==> src/rtl/mbdlp_pkg.sv <==
// Shared types and constants for the multi-button debouncer with long-press detection.
package mbdlp_pkg;

    // Event code width and encoding
    localparam int EVENT_W = 3;
    typedef logic [EVENT_W-1:0] t_event;
    localparam t_event EVENT_NONE = '0;

    // Time and configuration widths
    localparam int TIME_W = 32;
    localparam int CFG_W  = 16;
    typedef logic [TIME_W-1:0] t_time;
    typedef logic [CFG_W-1:0]  t_cfg;

    // Configuration register indexes
    localparam int CFG_IDX_W = 1;
    typedef logic [CFG_IDX_W-1:0] t_cfg_idx;
    localparam t_cfg_idx REG_DEBOUNCE_MS   = 1'd0;
    localparam t_cfg_idx REG_LONG_PRESS_MS = 1'd1;

    // Configuration reset values
    localparam t_cfg DEBOUNCE_RESET   = 16'd30;
    localparam t_cfg LONG_PRESS_RESET = 16'd800;

    // Status a debounce cell reports for the current item
    typedef struct packed {
        logic update;   // stable level changed this item
        logic press;    // stable level changed to pressed
    } t_cell_stat;

endpackage

==> src/rtl/mbdlp_cell.sv <==
// One debounce cell: tracks raw and stable level of a single button.
module mbdlp_cell (
    input  logic                i_clk,
    input  logic                i_rst_n,
    input  logic                i_en,
    input  mbdlp_pkg::t_time    i_now_ms,
    input  logic                i_raw,
    input  mbdlp_pkg::t_cfg     i_debounce_ms,
    input  logic                i_blocked,
    output logic                o_blocked,
    output mbdlp_pkg::t_cell_stat o_stat
);

    logic             r_last;
    logic             r_steady;
    mbdlp_pkg::t_time r_change;
    logic             n_last;
    logic             n_steady;
    mbdlp_pkg::t_time n_change;

    logic             active;
    logic             changed;
    mbdlp_pkg::t_time ref_time;
    mbdlp_pkg::t_time elapsed;
    logic             settled;

    // A cell only samples when no earlier cell reported a press this item
    assign active   = i_en && !i_blocked;
    assign changed  = (i_raw != r_last);
    assign ref_time = changed ? i_now_ms : r_change;
    assign elapsed  = i_now_ms - ref_time;
    assign settled  = (elapsed >= mbdlp_pkg::TIME_W'(i_debounce_ms));

    always_comb begin
        n_last   = r_last;
        n_steady = r_steady;
        n_change = r_change;
        o_stat   = '0;
        if (active) begin
            n_last   = i_raw;
            n_change = ref_time;
            if (settled && (i_raw != r_steady)) begin
                n_steady      = i_raw;
                o_stat.update = 1'b1;
                o_stat.press  = !i_raw;
            end
        end
    end

    // Pass the block on down the row
    assign o_blocked = i_blocked || o_stat.press;

    always_ff @(posedge i_clk) begin
        if (!i_rst_n) begin
            r_last   <= 1'b1;
            r_steady <= 1'b1;
            r_change <= '0;
        end else begin
            r_last   <= n_last;
            r_steady <= n_steady;
            r_change <= n_change;
        end
    end

endmodule

==> src/rtl/mbdlp_hold.sv <==
// Long-press timer for the centre key.
module mbdlp_hold (
    input  logic                  i_clk,
    input  logic                  i_rst_n,
    input  logic                  i_en,
    input  mbdlp_pkg::t_time      i_now_ms,
    input  mbdlp_pkg::t_cfg       i_long_press_ms,
    input  mbdlp_pkg::t_cell_stat i_centre,
    input  logic                  i_any_press,
    output logic                  o_long
);

    mbdlp_pkg::t_time r_hold;
    logic             r_reported;
    mbdlp_pkg::t_time n_hold;
    logic             n_reported;

    mbdlp_pkg::t_time held;

    assign held = i_now_ms - r_hold;

    // Long press only when no press this item and the centre key stayed down;
    // a hold time of zero means idle
    assign o_long = i_en && !i_any_press && !i_centre.update && !r_reported
                    && (r_hold != '0)
                    && (held >= mbdlp_pkg::TIME_W'(i_long_press_ms));

    always_comb begin
        n_hold     = r_hold;
        n_reported = r_reported;
        if (i_centre.update) begin
            n_hold     = i_centre.press ? i_now_ms : '0;
            n_reported = 1'b0;
        end else if (o_long) begin
            n_reported = 1'b1;
        end
    end

    always_ff @(posedge i_clk) begin
        if (!i_rst_n) begin
            r_hold     <= '0;
            r_reported <= 1'b0;
        end else begin
            r_hold     <= n_hold;
            r_reported <= n_reported;
        end
    end

endmodule

==> src/rtl/multi_button_debounce_long_press_top.sv <==
// Top level: row of debounce cells, centre-key long-press timer and output buffer.
//
// Debounces NUM_BUTTONS active-low buttons (1 = released) from poll items that carry a
// millisecond timestamp and the raw levels, and returns one event code per item:
// 0 none, i+1 for a new press of button i (lowest index wins, later buttons are not
// sampled in that poll), NUM_BUTTONS+1 (masked to 3 bits) for a long press of the
// last button, the centre key. The whole row of cells, each a 32-bit subtract and
// compare, settles in the accept cycle and the result is registered, so items may be
// accepted on every cycle while o_in_ready is high. A two-entry output buffer keeps
// o_in_ready high while one result waits on i_out_ready. Configuration:
// index 0 is debounce_ms (reset 30), index 1 is long_press_ms (reset 800); o_cfg_ready
// is always high, and writes are expected only while the block is idle.
module multi_button_debounce_long_press_top #(
    parameter int NUM_BUTTONS = 4
) (
    input  logic                          i_clk,
    input  logic                          i_rst_n,
    // Poll item channel
    input  logic                          i_in_valid,
    output logic                          o_in_ready,
    input  mbdlp_pkg::t_time              i_now_ms,
    input  logic [NUM_BUTTONS-1:0]        i_raw_levels,
    // Event channel
    output logic                          o_out_valid,
    input  logic                          i_out_ready,
    output mbdlp_pkg::t_event             o_event_code,
    // Configuration write channel
    input  logic                          i_cfg_valid,
    output logic                          o_cfg_ready,
    input  mbdlp_pkg::t_cfg_idx           i_cfg_index,
    input  mbdlp_pkg::t_cfg               i_cfg_data
);

    localparam mbdlp_pkg::t_event LONG_CODE = mbdlp_pkg::t_event'(NUM_BUTTONS + 1);

    // Configuration registers
    mbdlp_pkg::t_cfg r_debounce_ms;
    mbdlp_pkg::t_cfg r_long_press_ms;

    assign o_cfg_ready = 1'b1;

    always_ff @(posedge i_clk) begin
        if (!i_rst_n) begin
            r_debounce_ms   <= mbdlp_pkg::DEBOUNCE_RESET;
            r_long_press_ms <= mbdlp_pkg::LONG_PRESS_RESET;
        end else if (i_cfg_valid && o_cfg_ready) begin
            case (i_cfg_index)
                mbdlp_pkg::REG_DEBOUNCE_MS:   r_debounce_ms   <= i_cfg_data;
                mbdlp_pkg::REG_LONG_PRESS_MS: r_long_press_ms <= i_cfg_data;
                default: ;
            endcase
        end
    end

    logic accept;
    assign accept = i_in_valid && o_in_ready;

    // Row of debounce cells; a press blocks the cells after it
    logic [NUM_BUTTONS:0]  blocked;
    mbdlp_pkg::t_cell_stat stat [NUM_BUTTONS];

    assign blocked[0] = 1'b0;

    for (genvar g = 0; g < NUM_BUTTONS; g++) begin : g_cell
        mbdlp_cell u_cell (
            .i_clk         (i_clk),
            .i_rst_n       (i_rst_n),
            .i_en          (accept),
            .i_now_ms      (i_now_ms),
            .i_raw         (i_raw_levels[g]),
            .i_debounce_ms (r_debounce_ms),
            .i_blocked     (blocked[g]),
            .o_blocked     (blocked[g+1]),
            .o_stat        (stat[g])
        );
    end

    // Centre key timer
    logic long_evt;

    mbdlp_hold u_hold (
        .i_clk           (i_clk),
        .i_rst_n         (i_rst_n),
        .i_en            (accept),
        .i_now_ms        (i_now_ms),
        .i_long_press_ms (r_long_press_ms),
        .i_centre        (stat[NUM_BUTTONS-1]),
        .i_any_press     (blocked[NUM_BUTTONS]),
        .o_long          (long_evt)
    );

    // Event code: at most one cell presses per item
    mbdlp_pkg::t_event code;

    always_comb begin
        code = mbdlp_pkg::EVENT_NONE;
        for (int i = 0; i < NUM_BUTTONS; i++) begin
            if (stat[i].press) begin
                code = mbdlp_pkg::t_event'(i + 1);
            end
        end
        if (long_evt) begin
            code = LONG_CODE;
        end
    end

    // Output register with skid entry
    logic              r_out_valid;
    mbdlp_pkg::t_event r_out_code;
    logic              r_skid_valid;
    mbdlp_pkg::t_event r_skid_code;
    logic              n_out_valid;
    mbdlp_pkg::t_event n_out_code;
    logic              n_skid_valid;
    mbdlp_pkg::t_event n_skid_code;

    logic take;
    assign take = r_out_valid && i_out_ready;

    always_comb begin
        n_out_valid  = r_out_valid;
        n_out_code   = r_out_code;
        n_skid_valid = r_skid_valid;
        n_skid_code  = r_skid_code;
        if (r_out_valid && !take) begin
            if (accept) begin
                n_skid_valid = 1'b1;
                n_skid_code  = code;
            end
        end else if (r_skid_valid) begin
            n_out_valid  = 1'b1;
            n_out_code   = r_skid_code;
            n_skid_valid = accept;
            n_skid_code  = code;
        end else begin
            n_out_valid = accept;
            n_out_code  = code;
        end
    end

    always_ff @(posedge i_clk) begin
        if (!i_rst_n) begin
            r_out_valid  <= 1'b0;
            r_skid_valid <= 1'b0;
        end else begin
            r_out_valid  <= n_out_valid;
            r_skid_valid <= n_skid_valid;
        end
        r_out_code  <= n_out_code;
        r_skid_code <= n_skid_code;
    end

    assign o_in_ready   = !r_skid_valid;
    assign o_out_valid  = r_out_valid;
    assign o_event_code = r_out_code;

endmodule
==> config.mk <==
export PLATFORM = sky130hd
export DESIGN_NAME = multi_button_debounce_long_press_top
export DESIGN_NICKNAME = d
export VERILOG_FILES = /design/src/rtl/mbdlp_pkg.sv /design/src/rtl/mbdlp_cell.sv /design/src/rtl/mbdlp_hold.sv /design/src/rtl/multi_button_debounce_long_press_top.sv
export SDC_FILE = /design/constraint.sdc
export NUM_CORES = 1
export LEC_CHECK = 0
export BUFFER_PORTS_ARGS = -buffer_cell sky130_fd_sc_hd__buf_4
export CAP_MARGIN = 20
export CORE_MARGIN = 2
export CORE_UTILIZATION = 40
export DETAILED_ROUTE_END_ITERATION = 10
export PLACE_DENSITY = 0.53
export SETUP_SLACK_MARGIN = 0.5
export SYNTH_ARGS = -nofsm -noshare
export SYNTH_HDL_FRONTEND = slang
export SYNTH_SLANG_ARGS = --single-unit
==> constraint.sdc <==
create_clock -name i_clk -period 10.5 [get_ports i_clk]
set_clock_uncertainty 0.1 [all_clocks]
set_input_delay 2.625 -clock i_clk [delete_from_list [all_inputs] [get_ports i_clk]]
set_output_delay 2.625 -clock i_clk [all_outputs]
set_load 0.05 [all_outputs]
==> impl_results.md <==
* CTS Buffer Depth at 3
* Die ar. at around 55000 µm²
* First-pass GRT wire length at roughly 110 mm
* Largest net degree at the start of global routing at between 90 and 100
* HPWL after detailed placement at roughly 54 mm
* DR vias/cell at roughly 6.0
* PwrDens at between 100 and 150 nW/µm²
* Sequential power share at 0.260
* CP Class: in -> reg
* Syn_area_per_cell at roughly 7.6 µm²
* Layout area overhead at 9.10%
* Yosys Warn Count at 0
* Drc violations at 0
* Initial DRC count at between 1.5k and 2k
* Max-slew violations at 0
* Peak VDD IR at about 0.00012 V
* Share of cells above drive strength 1 at 0.0675
* Post-synth EDFFs at 6
* Maxcap violations at 0
* Vias in the first global route at 19.5k
* Synthesized cell area at 21100 µm²
* TritonCTS Buffers at 28
* CTS Root Buffer Type: clkbuf_16
* Post-route setup TNS at 0 ns
* Sw Share at 0.403
* F_max at between 0.1 and 0.15 GHz
* Die Y at 234 µm
* First-pass DRT Iterations at 5
* Number of port buffers at 62
* Final setup vio count at 0
* Logic pwr share at 0.460
* Placer Congestion at ~0.92
* Leakage at about 9.0 nW
* Final period util at 0.852
* Design Area, Final at between 20000 and 25000 µm²
* CTS tree: done
* Final WL at ~73 mm
* Core area at roughly 52000 µm²
* Class of the worst hold path: reg -> reg
* Gr ovfl total at 0
* CP Max Fanout at 34
* H-tree depth at 1
* Reg clk slew, reported paths at around 0.06 ns
* Status: finished, final reports clean
* Row count at 84
* Boundary pin count at between 60 and 70
* Startpoint types: input pin
* Post-Syn Nets at 3054
* Final hold vios at 0
* RSZ-0062 raised after global routing: no
* Pint at between 2 and 2.5 mW
* Synth cell types at 92
* Sink Count at 209
* Layout Utilization at 0.439
* Die X at 234 µm
* Starting density of the core at 0.403
* Final-layout fill cell count at 5369
* Mapped Cells at ~2.8k
* CP endpoint kind: flip-flop
* Routed Antenna Nets at 0
* Synth Flop Type: dfxtp_1
* ANT cells at 0
* Hold-fix buffers at CTS at 0
* Period minus WS final at 8.94 ns
* Yosys reg bits at 209
* Dpl cell area at 22100 µm²
* Critical Path RT at approximately 11 ns
* Worst-Margin Slew at approximately 1.1 ns
* WL/cell at roughly 21 µm
* Async S/R FF share, synth at 0
* Hold WS at ~0.35 ns
* Clk_lat worst skew at ~0.57 ns
* Sequential area share after synthesis at 0.201
* WP data arrival at slightly above 9 ns
* Clock power frac at 0.280
* Setup bufs post-CTS at 0
* Tot GR Track Use at 0.261
* P_sw at 1.35 mW
* Nets@finish at 3023
* Initial antenna violation count at 1
* Via count at roughly 21k
* CTS resizes at 0
* Rel. slew slack at 0.262
==> cell usage after synthesis, types with 8 or more instances <==
cell         n  area share
a2111oi_0   18      0.0075
a211o_1     14      0.0058
a211oi_1   106       0.038
a211oi_2    11      0.0065
a21o_1      62       0.022
a21oi_1    314       0.075
a31oi_1     18      0.0053
and2_1      15      0.0045
and3_1      16      0.0048
and4_1       9      0.0037
buf_2       15      0.0036
clkbuf_1   119       0.021
dfxtp_1    203        0.19
ha_1       223        0.13
inv_1      128       0.023
mux2i_1    158       0.075
nand2_1    334       0.060
nand2b_1    48       0.014
nand3_1     54       0.013
nand3b_1    32       0.011
nand4_1     43       0.013
nor2_1     148       0.026
nor2b_1     40       0.012
nor3_1      53       0.013
nor4_1      24      0.0071
o2111ai_1   10      0.0042
o211ai_1    33       0.012
o21a_1      33       0.012
o21ai_0    141       0.033
o21bai_1    18      0.0064
o221ai_1    12      0.0050
o22ai_1     13      0.0039
or2_2       10      0.0030
or3_1       17      0.0050
or4_1        8      0.0029
xnor2_1     71       0.030
xor2_1      36       0.015
==> sequential cells by signal, summed over array words and instances (netlist names) <==
register	cells
r_long_press_ms	16
r_debounce_ms	16
u_hold.r_hold	32
o_out_valid	1
r_skid_code	3
o_event_code	3
u_hold.r_reported	1
g_cell.u_cell.r_steady	4
g_cell.u_cell.r_last	4
g_cell.u_cell.r_change	128
r_skid_valid	1
==> critical path, cell delays in order <==
cell and delay (ns):
buf_4 0.15, xor2_4 0.49, buf_4 0.32, mux2i_1 0.26, ha_1 0.32, and2_1 0.19, a221oi_1 0.44, and2_1 0.26
a21o_1 0.25, nand2_1 0.09, xor2_1 0.15, ha_1 0.21, a221o_1 0.27, nor4_1 0.29, o311ai_0 0.18, nor3_1 0.20
nand4_1 0.12, or4b_1 0.50, nor4_1 0.65, buf_4 0.25, nor2_1 0.04, o211a_1 0.16, and2_2 0.54, a211oi_1 0.34
==> cells in the final DEF, fill, tap and decap left out, types with 54 or more instances in the layout <==
cell	netlist	routed
a211oi_1	106	106
a21o_1	62	62
a21oi_1	314	314
buf_4	6	83
dfxtp_1	203	203
ha_1	223	223
inv_1	128	128
mux2i_1	158	158
nand2_1	334	334
nand3_1	54	54
nor2_1	148	145
o21ai_0	141	141
xnor2_1	71	71
==> logic make-up after synthesis <==
logic type,share of synthesized area
AOI/OAI and AO/OA,0.282
xor gates and xnor gates,0.0460
and+or+nand+nor,0.204
buffers and inverters,0.0527
muxes,0.0767
DFF,0.201
other,0.000178
adders and majority gates,0.137
==> layer usage <==
| layer | up-vias | track usage | part of all wire |
|---|---|---|---|
| li1 | 10200 | - | - |
| met5 | - | 0 | 0 |
| met3 | 120 | 0.0366 | 0.060 |
| met4 | 0 | 0.0987 | 0.041 |
| met2 | 633 | 0.425 | 0.45 |
| met1 | 9868 | 0.347 | 0.45 |
==> power groups by stage <==
stage | Sequential, mW | Combinational [mW] | Clock [mW]
finish | 0.872 | 1.54 | 0.938
CTS | 0.872 | 1.53 | 0.958
global placement | 0.887 | 1.50 | 0
detailed placement | 0.889 | 1.52 | 0
floorplan | 0.887 | 1.13 | 0
global route | 0.877 | 1.72 | 0.986
==> area by class of cell <==
type	instances	area, µm²	area share
Inverter	129	487	0.0212
Tap cell	688	861	0.0374
Multi-Input combinational cell	2283	15800	0.687
Timing Repair Buffer	87	708	0.0308
Clock inverter	10	86.3	0.00376
Clock buffer	39	803	0.0349
Sequential cell	209	4240	0.185
==> final timing paths <==
check	slack, ns	endpoint	startpoint	cells after the start
hold / removal	0.35	g_cell[0].u_cell.r_change[21]	g_cell[0].u_cell.r_change[21]	2
setup reg to reg	3.33	u_hold.r_hold[27]	g_cell[1].u_cell.r_last	28
hold reg to reg	0.35	g_cell[0].u_cell.r_change[21]	g_cell[0].u_cell.r_change[21]	2
setup / recovery	1.56	u_hold.r_reported	i_raw_levels[3]	24
==> per-stage QoR <==
| step | setup slack [ns] | total power [mW] | cells |
|---|---|---|---|
| 2_1_floorplan | 1.99 | 2.02 | 2769 |
| 3_3_place_gp | 1.03 | 2.39 | 3393 |
| 3_5_place_dp | 1.03 | 2.41 | 3395 |
| 4_1_cts | 1.63 | 3.36 | 3444 |
| 5_1_grt | 1.01 | 3.58 | 3445 |
| 6_report | 1.56 | 3.35 | 3445 |
Note: power is estimated with default switching activity, not from simulation.
